**src/rtl/cvt_pkg.sv**
```systemverilog
`timescale 1ns / 1ps
`default_nettype none
// ----------------------------------------------------------------------------
// cvt_pkg
// Shared constants for the calibrated value to temperature block.
// ----------------------------------------------------------------------------
package cvt_pkg;
   localparam int MAX_POINTS_DEFAULT = 32;
   localparam int VALUE_BITS_DEFAULT = 16;
   localparam int TEMP_BITS = 16;
   localparam int STATUS_BITS = 3;

   localparam logic [STATUS_BITS-1:0] ST_INTERP = 3'd0;
   localparam logic [STATUS_BITS-1:0] ST_LOW    = 3'd1;
   localparam logic [STATUS_BITS-1:0] ST_HIGH   = 3'd2;
   localparam logic [STATUS_BITS-1:0] ST_EMPTY  = 3'd3;
   localparam logic [STATUS_BITS-1:0] ST_FULL   = 3'd4;

   localparam logic REQ_CONVERT = 1'b0;
   localparam logic REQ_INSERT  = 1'b1;
endpackage
`default_nettype wire

```
**src/rtl/cvt_if.sv**
```systemverilog
`timescale 1ns / 1ps
`default_nettype none
// ----------------------------------------------------------------------------
// cvt_req_if / cvt_rsp_if
// Valid/ready channels for request and response items.
// ----------------------------------------------------------------------------
interface cvt_req_if;
   logic        valid;
   logic        ready;
   logic        req_type;
   logic [15:0] raw_value;
   logic signed [15:0] point_temperature;
   modport source (output valid, req_type, raw_value, point_temperature, input ready);
   modport sink   (input valid, req_type, raw_value, point_temperature, output ready);
endinterface

interface cvt_rsp_if;
   logic        valid;
   logic        ready;
   logic signed [15:0] temperature;
   logic [2:0]  status;
   modport source (output valid, temperature, status, input ready);
   modport sink   (input valid, temperature, status, output ready);
endinterface
`default_nettype wire

```
**src/rtl/calibrated_value_to_temperature.sv**
```systemverilog
`timescale 1ns / 1ps
`default_nettype none
// ----------------------------------------------------------------------------
// calibrated_value_to_temperature
// Piecewise linear lookup from sensor reading to temperature.
// ----------------------------------------------------------------------------
// Channel  Port  Direction  Contents
// req      sink  in         req_type, raw_value, point_temperature
// rsp      src   out        temperature, status
//
// One item at a time. A convert item reads and scans the N points (one registered
// memory read per cycle), forms the numerator in S_MUL and S_FIX, then runs the
// restoring divider. Clamped and empty results come out early.
// An insert item scans entry by entry to its position and then shifts the tail
// up one entry at a time.
// Reset clears the point count; table entries are undefined until written.
// A stalled response holds its register; no new item is taken until it leaves.
// ----------------------------------------------------------------------------
module calibrated_value_to_temperature #(
   parameter int MAX_POINTS = cvt_pkg::MAX_POINTS_DEFAULT,
   parameter int VALUE_BITS = cvt_pkg::VALUE_BITS_DEFAULT
) (
   input  wire logic clock,
   input  wire logic reset,
   cvt_req_if.sink   req,
   cvt_rsp_if.source rsp
);
   localparam int IB = $clog2(MAX_POINTS);
   localparam int CB = $clog2(MAX_POINTS + 1);
   localparam int DB = VALUE_BITS + 1;          // den width
   localparam int NB = VALUE_BITS + 20;         // |num| width incl. sign room
   localparam int QB = NB;
   localparam int DCB = $clog2(QB + 1);

   typedef enum logic [9:0] {
      S_IDLE  = 10'b0000000001,
      S_RD    = 10'b0000000010,
      S_SCAN  = 10'b0000000100,
      S_SHIFT = 10'b0000001000,
      S_MUL   = 10'b0000010000,
      S_DIV   = 10'b0000100000,
      S_FIX   = 10'b0001000000,
      S_OUT   = 10'b0010000000,
      S_FIRST = 10'b0100000000,
      S_LAST  = 10'b1000000000
   } state_type;

   logic signed [15:0] mem_t [MAX_POINTS];
   logic [VALUE_BITS-1:0] mem_v [MAX_POINTS];

   state_type state_ff, state_in;
   logic [CB-1:0] count_ff, count_in;
   logic [CB-1:0] idx_ff, idx_in;
   logic op_ff, op_in;
   logic [VALUE_BITS-1:0] v_ff, v_in;
   logic signed [15:0] t_ff, t_in;
   // Registered read data.
   logic signed [15:0] rd_t_ff;
   logic [VALUE_BITS-1:0] rd_v_ff;
   logic signed [15:0] prv_t_ff, prv_t_in;
   logic [VALUE_BITS-1:0] prv_v_ff, prv_v_in;
   logic found_ff, found_in;
   logic signed [15:0] lo_t_ff, lo_t_in, hi_t_ff, hi_t_in, first_t_ff, first_t_in;
   logic [VALUE_BITS-1:0] lo_v_ff, lo_v_in, hi_v_ff, hi_v_in;
   logic [CB-1:0] pos_ff, pos_in;
   logic match_ff, match_in;
   logic [NB-1:0] rem_ff, rem_in, quo_ff, quo_in;
   logic [DB:0] dvs_ff, dvs_in;
   logic neg_ff, neg_in;
   logic [DCB-1:0] dcnt_ff, dcnt_in;
   logic signed [15:0] res_t_ff, res_t_in;
   logic [2:0] res_s_ff, res_s_in;
   logic rsp_v_ff, rsp_v_in;
   logic signed [NB-1:0] prod_ff, prod_in;

   logic [IB-1:0] rd_addr;
   logic wr_en;
   logic [IB-1:0] wr_addr;
   logic signed [15:0] wr_t;
   logic [VALUE_BITS-1:0] wr_v;

   always_ff @(posedge clock) begin
      if (wr_en) begin
         mem_t[wr_addr] <= wr_t;
         mem_v[wr_addr] <= wr_v;
      end
      rd_t_ff <= mem_t[rd_addr];
      rd_v_ff <= mem_v[rd_addr];
   end

   assign req.ready = (state_ff == S_IDLE) && !rsp_v_ff;
   assign rsp.valid = rsp_v_ff;
   assign rsp.temperature = res_t_ff;
   assign rsp.status = res_s_ff;

   logic [DB:0] den_w;
   logic [NB:0] trial;
   logic [IB:0] idx_m1;
   assign den_w  = {1'b0, {1'b0, hi_v_ff} - {1'b0, lo_v_ff}};
   assign trial  = {rem_ff, quo_ff[NB-1]} - {{(NB-DB){1'b0}}, dvs_ff};
   assign idx_m1 = {1'b0, idx_ff[IB-1:0]} - 1'b1;

   always_comb begin
      state_in = state_ff; count_in = count_ff; idx_in = idx_ff; op_in = op_ff;
      v_in = v_ff; t_in = t_ff; prv_t_in = prv_t_ff; prv_v_in = prv_v_ff;
      found_in = found_ff; lo_t_in = lo_t_ff; hi_t_in = hi_t_ff; lo_v_in = lo_v_ff;
      hi_v_in = hi_v_ff; first_t_in = first_t_ff; pos_in = pos_ff; match_in = match_ff;
      rem_in = rem_ff; quo_in = quo_ff; dvs_in = dvs_ff; neg_in = neg_ff;
      dcnt_in = dcnt_ff; res_t_in = res_t_ff; res_s_in = res_s_ff; prod_in = prod_ff;
      rsp_v_in = rsp_v_ff && !rsp.ready;
      rd_addr = idx_ff[IB-1:0]; wr_en = 1'b0; wr_addr = idx_ff[IB-1:0];
      wr_t = t_ff; wr_v = v_ff;
      unique case (state_ff)
         S_IDLE: begin
            if (req.valid && req.ready) begin
               op_in = req.req_type;
               v_in = VALUE_BITS'(req.raw_value);
               t_in = req.point_temperature;
               idx_in = '0; found_in = 1'b0; match_in = 1'b0;
               rd_addr = '0;
               if (req.req_type == cvt_pkg::REQ_CONVERT && count_ff == '0) begin
                  res_t_in = '0; res_s_in = cvt_pkg::ST_EMPTY; rsp_v_in = 1'b1;
               end else if (req.req_type == cvt_pkg::REQ_INSERT && count_ff == '0) begin
                  wr_en = 1'b1; wr_addr = '0;
                  wr_t = req.point_temperature; wr_v = VALUE_BITS'(req.raw_value);
                  count_in = CB'(1);
                  res_t_in = '0; res_s_in = cvt_pkg::ST_INTERP; rsp_v_in = 1'b1;
               end else begin
                  state_in = S_RD;
                  idx_in = CB'(1);
               end
            end
         end
         S_RD: begin
            // Entry 0 data arrives now.
            prv_t_in = rd_t_ff; prv_v_in = rd_v_ff; first_t_in = rd_t_ff;
            if (op_ff == cvt_pkg::REQ_CONVERT) begin
               if (v_ff < rd_v_ff) begin
                  res_t_in = rd_t_ff; res_s_in = cvt_pkg::ST_LOW;
                  rsp_v_in = 1'b1; state_in = S_IDLE;
               end else begin
                  rd_addr = IB'(count_ff - 1'b1);
                  state_in = S_LAST;
               end
            end else begin
               if (rd_t_ff >= t_ff) begin
                  pos_in = '0; match_in = (rd_t_ff == t_ff);
                  state_in = S_FIRST;
               end else if (idx_ff == count_ff) begin
                  pos_in = count_ff; state_in = S_FIRST;
               end else begin
                  state_in = S_SCAN;
               end
            end
            if (op_ff == cvt_pkg::REQ_INSERT && state_in == S_SCAN)
               rd_addr = idx_ff[IB-1:0];
         end
         S_LAST: begin
            // Keep the last point on the read port into S_FIRST.
            rd_addr = IB'(count_ff - 1'b1);
            state_in = S_FIRST;
         end
         S_FIRST: begin
            if (op_ff == cvt_pkg::REQ_CONVERT) begin
               // rd data holds the last point.
               if (v_ff > rd_v_ff) begin
                  res_t_in = rd_t_ff; res_s_in = cvt_pkg::ST_HIGH;
                  rsp_v_in = 1'b1; state_in = S_IDLE;
               end else if (count_ff == CB'(1)) begin
                  res_t_in = first_t_ff; res_s_in = cvt_pkg::ST_INTERP;
                  rsp_v_in = 1'b1; state_in = S_IDLE;
               end else begin
                  idx_in = CB'(2); rd_addr = IB'(1); state_in = S_SCAN;
               end
            end else begin
               if (match_ff) begin
                  wr_en = 1'b1; wr_addr = pos_ff[IB-1:0];
                  res_t_in = '0; res_s_in = cvt_pkg::ST_INTERP;
                  rsp_v_in = 1'b1; state_in = S_IDLE;
               end else if (count_ff >= CB'(MAX_POINTS)) begin
                  res_t_in = '0; res_s_in = cvt_pkg::ST_FULL;
                  rsp_v_in = 1'b1; state_in = S_IDLE;
               end else if (pos_ff == count_ff) begin
                  wr_en = 1'b1; wr_addr = pos_ff[IB-1:0];
                  count_in = count_ff + 1'b1;
                  res_t_in = '0; res_s_in = cvt_pkg::ST_INTERP;
                  rsp_v_in = 1'b1; state_in = S_IDLE;
               end else begin
                  idx_in = count_ff; rd_addr = IB'(count_ff - 1'b1);
                  state_in = S_SHIFT; match_in = 1'b1;
               end
            end
         end
         S_SCAN: begin
            if (op_ff == cvt_pkg::REQ_CONVERT) begin
               // rd data is entry idx-1 and prv holds entry idx-2.
               if (prv_v_ff <= v_ff && v_ff <= rd_v_ff) begin
                  hi_t_in = rd_t_ff;
                  if (!found_ff) begin
                     found_in = 1'b1; lo_t_in = prv_t_ff;
                     lo_v_in = prv_v_ff; hi_v_in = rd_v_ff;
                  end else begin
                     if (prv_v_ff < lo_v_ff) lo_v_in = prv_v_ff;
                     if (rd_v_ff > hi_v_ff) hi_v_in = rd_v_ff;
                  end
               end else if (prv_v_ff >= v_ff && v_ff >= rd_v_ff) begin
                  hi_t_in = rd_t_ff;
                  if (!found_ff) begin
                     found_in = 1'b1; lo_t_in = prv_t_ff;
                     lo_v_in = rd_v_ff; hi_v_in = prv_v_ff;
                  end else begin
                     if (prv_v_ff > hi_v_ff) hi_v_in = prv_v_ff;
                     if (rd_v_ff < lo_v_ff) lo_v_in = rd_v_ff;
                  end
               end
               prv_t_in = rd_t_ff; prv_v_in = rd_v_ff;
               if (idx_ff == count_ff) begin
                  state_in = S_MUL;
               end else begin
                  idx_in = idx_ff + 1'b1;
                  rd_addr = idx_ff[IB-1:0];
               end
            end else begin
               // Insert position search; rd data is entry idx, with a wait state between entries.
               if (match_ff) begin
                  match_in = 1'b0; rd_addr = idx_ff[IB-1:0];
               end else if (rd_t_ff >= t_ff) begin
                  pos_in = idx_ff; match_in = (rd_t_ff == t_ff); state_in = S_FIRST;
               end else if (idx_ff + 1'b1 == count_ff) begin
                  pos_in = count_ff; match_in = 1'b0; state_in = S_FIRST;
               end else begin
                  idx_in = idx_ff + 1'b1; rd_addr = IB'(idx_ff + 1'b1); match_in = 1'b1;
               end
            end
         end
         S_SHIFT: begin
            // Move entry idx-1 to idx, with a wait state between entries.
            if (match_ff) begin
               match_in = 1'b0; rd_addr = idx_m1[IB-1:0];
            end else begin
               wr_en = 1'b1; wr_addr = idx_ff[IB-1:0];
               wr_t = rd_t_ff; wr_v = rd_v_ff;
               if (idx_m1[IB-1:0] == pos_ff[IB-1:0]) begin
                  // The new point is written at pos on the way back through S_FIRST.
                  state_in = S_FIRST; match_in = 1'b1;
                  count_in = count_ff + 1'b1;
               end else begin
                  idx_in = CB'(idx_m1); rd_addr = IB'(idx_m1 - 1'b1); match_in = 1'b1;
               end
            end
         end
         S_MUL: begin
            if (!found_ff) begin
               res_t_in = first_t_ff; res_s_in = cvt_pkg::ST_INTERP;
               rsp_v_in = 1'b1; state_in = S_IDLE;
            end else if (den_w == '0) begin
               res_t_in = lo_t_ff; res_s_in = cvt_pkg::ST_INTERP;
               rsp_v_in = 1'b1; state_in = S_IDLE;
            end else begin
               prod_in = NB'($signed({1'b0, v_ff - lo_v_ff}) *
                             ($signed({hi_t_ff[15], hi_t_ff}) - $signed({lo_t_ff[15], lo_t_ff})));
               state_in = S_FIX;
            end
         end
         S_FIX: begin
            // num = den*(2*lo_t + 1) + 2*prod ; divide by 2*den.
            prod_in = NB'($signed({1'b0, den_w}) * ($signed({lo_t_ff, 1'b1})))
                      + (prod_ff <<< 1);
            neg_in = 1'b0;
            dvs_in = {den_w[DB-1:0], 1'b0};
            rem_in = '0; dcnt_in = DCB'(QB);
            state_in = S_DIV; match_in = 1'b1;
         end
         S_DIV: begin
            if (match_ff) begin
               match_in = 1'b0;
               neg_in = prod_ff[NB-1];
               quo_in = prod_ff[NB-1] ? NB'(-prod_ff) : NB'(prod_ff);
            end else if (dcnt_ff == '0) begin
               res_t_in = neg_ff ? 16'(-quo_ff) : 16'(quo_ff);
               res_s_in = cvt_pkg::ST_INTERP; rsp_v_in = 1'b1; state_in = S_IDLE;
            end else begin
               if (!trial[NB]) begin
                  rem_in = trial[NB-1:0]; quo_in = {quo_ff[NB-2:0], 1'b1};
               end else begin
                  rem_in = {rem_ff[NB-2:0], quo_ff[NB-1]}; quo_in = {quo_ff[NB-2:0], 1'b0};
               end
               dcnt_in = dcnt_ff - 1'b1;
            end
         end
         S_OUT: state_in = S_IDLE;
         default: state_in = S_IDLE;
      endcase
   end

   always_ff @(posedge clock) begin
      if (reset) begin
         state_ff <= S_IDLE; count_ff <= '0; rsp_v_ff <= 1'b0;
      end else begin
         state_ff <= state_in; count_ff <= count_in; rsp_v_ff <= rsp_v_in;
      end
      idx_ff <= idx_in; op_ff <= op_in; v_ff <= v_in; t_ff <= t_in;
      prv_t_ff <= prv_t_in; prv_v_ff <= prv_v_in; found_ff <= found_in;
      lo_t_ff <= lo_t_in; hi_t_ff <= hi_t_in; lo_v_ff <= lo_v_in; hi_v_ff <= hi_v_in;
      first_t_ff <= first_t_in; pos_ff <= pos_in; match_ff <= match_in;
      rem_ff <= rem_in; quo_ff <= quo_in; dvs_ff <= dvs_in; neg_ff <= neg_in;
      dcnt_ff <= dcnt_in; res_t_ff <= res_t_in; res_s_ff <= res_s_in; prod_ff <= prod_in;
   end
endmodule
`default_nettype wire

```
**src/flat_wrapper.sv**
```systemverilog
// flat-port wrapper written by rule: the top's interface ports become plain ports
module calibrated_value_to_temperature_flat 
#(
   parameter int MAX_POINTS = cvt_pkg::MAX_POINTS_DEFAULT,
   parameter int VALUE_BITS = cvt_pkg::VALUE_BITS_DEFAULT
)
  (clock, reset, req_valid, req_req_type, req_raw_value, req_point_temperature, req_ready, rsp_valid, rsp_temperature, rsp_status, rsp_ready);
  cvt_req_if req_i ();
  cvt_rsp_if rsp_i ();
  input  wire logic clock;
  input  wire logic reset;
  input wire logic [$bits(req_i.valid)-1:0] req_valid;
  input wire logic [$bits(req_i.req_type)-1:0] req_req_type;
  input wire logic [$bits(req_i.raw_value)-1:0] req_raw_value;
  input wire logic [$bits(req_i.point_temperature)-1:0] req_point_temperature;
  output wire logic [$bits(req_i.ready)-1:0] req_ready;
  output wire logic [$bits(rsp_i.valid)-1:0] rsp_valid;
  output wire logic [$bits(rsp_i.temperature)-1:0] rsp_temperature;
  output wire logic [$bits(rsp_i.status)-1:0] rsp_status;
  input wire logic [$bits(rsp_i.ready)-1:0] rsp_ready;
  assign req_i.valid = req_valid;
  assign req_i.req_type = req_req_type;
  assign req_i.raw_value = req_raw_value;
  assign req_i.point_temperature = req_point_temperature;
  assign req_ready = req_i.ready;
  assign rsp_valid = rsp_i.valid;
  assign rsp_temperature = rsp_i.temperature;
  assign rsp_status = rsp_i.status;
  assign rsp_i.ready = rsp_ready;
  calibrated_value_to_temperature #(.MAX_POINTS(MAX_POINTS), .VALUE_BITS(VALUE_BITS)) u_core (.clock(clock), .reset(reset), .req(req_i), .rsp(rsp_i));
endmodule
```
**config.mk**
```make
export PLATFORM = sky130hd
export DESIGN_NAME = calibrated_value_to_temperature_flat
export DESIGN_NICKNAME = d
export VERILOG_FILES = /design/src/rtl/cvt_pkg.sv /design/src/rtl/cvt_if.sv /design/src/rtl/calibrated_value_to_temperature.sv /design/src/flat_wrapper.sv
export SDC_FILE = /design/constraint.sdc
export NUM_CORES = 2
export LEC_CHECK = 0
export BUFFER_PORTS_ARGS = -buffer_cell sky130_fd_sc_hd__buf_4
export CORE_MARGIN = 2
export CORE_UTILIZATION = 40
export CTS_CLUSTER_SIZE = 12
export DETAILED_ROUTE_END_ITERATION = 10
export SLEW_MARGIN = 20
export SYNTH_ARGS = -nofsm -noshare
export SYNTH_HDL_FRONTEND = slang
export SYNTH_SLANG_ARGS = --single-unit
```
**constraint.sdc**
```tcl
create_clock -name clock -period 25.3 [get_ports clock]
set_clock_uncertainty 0.1 [all_clocks]
set_input_delay 6.325 -clock clock [delete_from_list [all_inputs] [get_ports clock]]
set_output_delay 6.325 -clock clock [all_outputs]
set_load 0.03 [all_outputs]
```
== Yosys cells after proc, flatten, opt, wreduce, memory -nomap -nowiden ==
Memory sizes are Yosys's and may differ from the RTL's. A register that Yosys moved wholly into a read port is not among the register bits.
Index checks and enable logic that the tools add are counted.
Operators by class
  add/subtract/negate cells: 13
  $mul: 2
  order comparisons: 12
  eq/ne operators: 63
  multiplexer cells: 209
  bitwise logic cells: 2
  reductions and logical operators: 38
Operator list (number)
  2-to-1 mux 16 bit: 43
  2-to-1 mux 36 bit: 8
  2-to-1 mux 10 bit: 21
  2-to-1 mux 6 bit: 33
  case mux 36 bit (2 select lines): 2
  case mux 16 bit (2 select lines): 4
  2-to-1 mux 5 bit: 23
  case mux 10 bit (9 select lines): 1
  case mux 16 bit (5 select lines): 1
  >= comparator 16 bit: 3
  > comparator 16 bit: 3
  < comparator 16 bit: 3
  2-to-1 mux 3 bit: 16
  2-to-1 mux 1 bit: 42
  subtractor 37 x 18 -> 37 bit: 1
  adder 36 bit: 1
  multiplier 17 x 36 -> 36 bit: 1
  != test 3 bit, second input constant: 12
  negator 36 bit: 1
  multiplier 18 x 17 -> 35 bit: 1
  subtractor 16 x 16 -> 17 bit: 2
  <= comparator 16 bit: 2
  case mux 5 bit (6 select lines): 1
  AND reduction 10 bit: 3
  55 further kinds: 111
Word-level totals
  flip-flop bits (word level): 327
  bits in writable memories: 1024
  input port bits: 37
  word-level logic and storage cells: 366
  memories kept: 2
Memory list
  u_core.mem_t: depth 32, bits a word 16, read ports 1, clocked after memory_dff 1, wr ports 1, line calibrated_value_to_temperature.sv:48  | logic signed [15:0] mem_t [MAX_POINTS];
  u_core.mem_v: depth 32, bits a word 16, read ports 1, clocked after memory_dff 1, wr ports 1, line calibrated_value_to_temperature.sv:49  | logic [VALUE_BITS-1:0] mem_v [MAX_POINTS];

== Logic depth before layout (Yosys ltp) ==
  depth after elaboration: 9
  mapped depth: 44

== Worst setup path before layout ==
Ideal clock, no wire load.
  kind: reg-to-reg
  start point: register u_core.lo_t_ff[0]
  end point: register u_core.prod_ff[35] (data pin)
  library setup time: 260 ps
  arrival: 9982 ps
  path slack: 14958 ps
  cell stages (with the launch flop): 36
  path buffers: 1
  cells stage by stage: edfxtp_1 > ha_1 > inv_1 > fa_1 > a21o_1 > a21oi_1 > o21ai_0 > a21oi_1 > o21bai_1 > a21oi_1 > o21ai_0 > o41ai_1 > o21ai_0 > nor3_1 > clkbuf_1 > nand2_1 > fa_1 > inv_1 > fa_1 > inv_1 > fa_1 > fa_1 > fa_1 > inv_1 > fa_1 > ha_1 > nand4_1 > or2_2 > o41a_1 > o41ai_1 > a41o_1 > a221oi_1 > a211o_1 > o21ai_0 > xnor2_1 > mux2_2
On the way
  word-level cells in the longest chain between the ends: 5
  elaborated cells between the ends (all ways): 7
Ends and longest elaborated chain
  start: declaration: line calibrated_value_to_temperature.sv:63  | logic signed [15:0] lo_t_ff, lo_t_in, hi_t_ff, hi_t_in, first_t_ff, first_t_in;
  start signal: assignment: line calibrated_value_to_temperature.sv:304  | lo_t_ff <= lo_t_in; hi_t_ff <= hi_t_in; lo_v_ff <= lo_v_in; hi_v_ff <= hi_v_in;
  subtractor 16 x 16 -> 17 bit: line calibrated_value_to_temperature.sv:261  | ($signed({hi_t_ff[15], hi_t_ff}) - $signed({lo_t_ff[15], lo_t_ff})));
  multiplier 17 x 36 -> 36 bit: line calibrated_value_to_temperature.sv:260  | prod_in = NB'($signed({1'b0, v_ff - lo_v_ff}) *
  2-to-1 mux 36 bit: line calibrated_value_to_temperature.sv:256  | end else if (den_w == '0) begin
  2-to-1 mux 36 bit: line calibrated_value_to_temperature.sv:253  | if (!found_ff) begin
  case mux 36 bit (2 select lines) (*): line calibrated_value_to_temperature.sv:113  | unique case (state_ff)
  net u_core.prod_in[35]: line calibrated_value_to_temperature.sv:74  | logic signed [NB-1:0] prod_ff, prod_in;
  end signal: assignment: line calibrated_value_to_temperature.sv:307  | dcnt_ff <= dcnt_in; res_t_ff <= res_t_in; res_s_ff <= res_s_in; prod_ff <= prod_in;
  end: declaration: line calibrated_value_to_temperature.sv:74
Mark *: on every way through the listed nets, which the timed path passes. The rest lies on a longest branch. The select of a mux whose other input is x is not followed.
A chain may end at the register's enable or synchronous reset.

== Worst setup path in the final report ==
  start point: register u_core.lo_t_ff[0]
  end point: register u_core.prod_ff[29] (data pin)
Same word-level chain as after synthesis.

==> summary.txt <==
Clock tree
  • Clock tree from TritonCTS: yes
  • Number of sinks on the clock net: 1382
  • Clock latency on the worst-skew pair: 0.81 ns
  • Number of clock buffers inserted by TritonCTS: 149
  • Number of buffers added for setup after CTS: 0
  • Bufs on Longest Clock Path: 3
  • Post-CTS Hold Fix Bufs: 0
  • Clock H-tree levels: 4
  • Clock-pin slew on the worst setup and hold paths: 0.06 ns
  • Number of gates resized after cts: 0
  • Cell at the root of the clock tree: clkbuf_16

STA
  • Unrepaired setup endpoints after global routing: false
  • Final count of pins violating max slew: 0
  • Time the worst path needs with I/O delays and setup: 11.84 ns
  • Final Hold Viols: 0
  • Fin crit share: 46.78%
  • Summed negative setup slack over all endpoints: 0 ns
  • Transition at the pin with the smallest max-transition slack: 1.135 ns
  • Relative slew margins: 24.36%
  • Final setup violation count: 0
  • Achievable frequency: 84.49 MHz

Final layout
  • Area Growth Syn to Fin: 10.94%
  • Fraction of final layout cells with drive strength greater than 1: 8.489%
  • Most frequent cells in the layout: 1334 x edfxtp_1, 864 x nand2_1, 853 x inv_1
  • Final #Nets: 8268
  • Number of fillers in the final layout: 19140
  • Most common cell after layout, fill and taps aside: edfxtp_1

Critical path
  • Most Frequent Cell on Critical Path: fa_1
  • CP max-delay cell: edfxtp_1
  • Crit Path Category: register to register
  • Worst path max stage delay: 0.77 ns
  • Endpoint required time on the critical path: 25.69 ns
  • Launching element type of the critical path: register
  • Endpoint class of the critical path: register
  • Cells on worst reg2reg path: 35
  • Critical path arrival: 12.22 ns
  • Crit-path max FO: 19

Placed design
  • Final weighted congestion in routability-driven placement: 0.9291
  • Buffers added on ports: 57
  • HPWL after DPL: 166200 um

Synthesis
  • Avg Cell Area, Syn: 11.66 um^2
  • Count of distinct cell types in the synthesized netlist: 90
  • Yosys reg bits: 1382
  • Share of flip-flops with an asynchronous set or reset after synthesis: 0%
  • Top FF cell, synth: edfxtp_1
  • Number of instances in the synthesized netlist: 7227
  • Number of flops mapped to enable cells by yosys: 1334
  • Synth Net Count: 8220
  • Summed instance area of the synthesized netlist: 0.08426 mm^2
  • Ys Warns: 0
  • Post-synthesis sequential area ratio: 48.68%

Flow run
  • Max-Cap Viols: 0

Route
  • Via density: 5.608
  • Number of remaining DRC errors: 0
  • Number of vias in the routed layout: 57230
  • WL/cell: 24.79 um
  • Antenna violation net count after detailed routing: 0
  • First-pass detailed-route iteration total: 7
  • Total Wirelength: 253000 um
  • Iteration-0 DRC count of the detailed router: 5810

Global route
  • Maximum number of pins on one net before global-route repair: 132
  • Via count of the first global-routing pass: 56570
  • Global-route usage over all layers: 23.02%
  • Wire length of the first global-routing pass: 371800 um
  • Total congestion overflow after global routing: 0
  • Antenna violations before repair: 7

Floorplan
  • Width of the die: 463.0 um
  • Overall die area: 0.2144 mm^2
  • Standard-cell rows: 168
  • Area of the core: 0.2096 mm^2
  • Initial Util: 40.21%
  • Die outline height: 463.0 um
  • Top-Level Pins: 58

Worst hold path
  • Worst hold path stage count: 0
  • Type of the tightest min-delay check: register to register

Run status
  • Status: finished clean
==> logic make-up (layout without fill, tap and decap cells) <==
family | Yosys count | count (layout) | share of synthesized area (%)
AOI/OAI and AO/OA | 1023 | 1023 | 8.476
xor gates and xnor gates | 222 | 222 | 2.324
adders and majority gates | 956 | 956 | 18.78
buffers and inverters | 1167 | 1338 | 5.378
DFF | 1382 | 1382 | 48.68
muxes | 347 | 347 | 4.272
other | 0 | 2 | 0
and+or+nand+nor | 2130 | 2130 | 12.09
==> sequential cells by signal (all words and copies together) (netlist names), 16 cells and up <==
name,count
u_core.prod_ff,36
u_core.v_ff,16
u_core.mem_v,512
u_core.hi_t_ff,16
u_core.rem_ff,36
u_core.prv_v_ff,16
u_core.rd_t_ff,16
u_core.first_t_ff,16
u_core.lo_v_ff,16
u_core.hi_v_ff,16
u_core.prv_t_ff,16
u_core.quo_ff,36
u_core.t_ff,16
u_core.rsp.temperature,16
u_core.lo_t_ff,16
u_core.rd_v_ff,16
u_core.dvs_ff,17
u_core.mem_t,512
==> path summary, 6_finish.rpt <==
path | slack, ns | to | from
setup reg to reg | 13.46 | u_core.prod_ff[29] | u_core.lo_t_ff[0]
hold / removal | 0.30 | u_core.lo_t_ff[13] | u_core.prv_t_ff[13]
setup / recovery | 13.46 | u_core.prod_ff[29] | u_core.lo_t_ff[0]
hold reg to reg | 0.30 | u_core.lo_t_ff[13] | u_core.prv_t_ff[13]
==> area by class of cell <==
class | count | area, um^2 | area share, %
clock buffers | 228 | 4177 | 4.468
well taps | 2805 | 3510 | 3.754
clock inverters | 46 | 599.3 | 0.6411
repair buffers | 209 | 1602 | 1.713
flip-flops and latches | 1382 | 41020 | 43.88
inverters | 855 | 3209 | 3.433
multi-input cells | 4678 | 39370 | 42.11
diodes | 2 | 5.005 | 0.005354
==> per-stage QoR <==
step	area, um^2	util, %	std cells	hold WS (ns)	setup slack, ns
2_1_floorplan	84260	-	7227	0.3003	14.96
3_5_place_dp	88660	42.30	9928	0.3045	13.57
3_3_place_gp	88650	42.30	9928	0.3044	13.70
5_1_grt	93480	44.61	10200	0.3148	12.66
4_1_cts	93430	44.58	10200	0.3019	13.54
6_report	93490	44.61	10210	0.3043	13.46
==> worst max-delay path: cells and delay by family, from the launching register on <==
family          cells  cell delay (ns)
compound gates     15             4.36
xor+xnor            1             0.63
fa+ha+maj           9             4.18
buf+inv             5             0.46
flops               1             0.77
mux                 1             0.15
simple gates        4             0.86
==> layer usage <==
layer | GRT usage, % | vias to the layer above | wire [um]
met1 | 30.11 | 28790 | 102500
li1 | - | 25560 | -
met2 | 38.01 | 2371 | 119900
met3 | 3.487 | 505 | 18830
met4 | 9.952 | 2 | 11660
met5 | 0 | - | 9
==> cell usage after synthesis (all sizes together) (13+ instances only) <==
library cell	number	area, um^2
o211ai	52	390.4
a21o	71	533.0
fa	515	10310
mux2	101	1137
inv	854	3206
and3	73	456.7
and2	140	875.8
nand3	149	745.7
nor4	15	112.6
or2	24	150.1
or3	41	256.5
dfxtp	48	960.9
nor2b	52	325.3
xor2	96	840.8
a221o	41	410.4
o22ai	39	244.0
or4	62	469.2
a222oi	46	460.4
nand2b	64	400.4
nand4bb	33	371.6
a31oi	68	425.4
o21ai	172	860.8
o21a	22	165.2
nor2	438	1644
nor4b	35	306.5
edfxtp	1334	40060
mux2i	246	2462
clkbuf	226	849.6
o31ai	43	322.8
a21oi	213	1070
xnor2	125	1095
o221ai	41	365.3
o21bai	18	135.1
buf	86	472.9
a211oi	21	157.7
nand4	37	231.5
nand3b	13	97.59
nand2	868	3258
a32oi	34	297.8
nor3	73	376.6
ha	441	5518
a211o	38	332.8
Power is left out: the tool's default activity adds up to more than one toggle a clock period on the data nets, which glitch-free logic cannot reach.
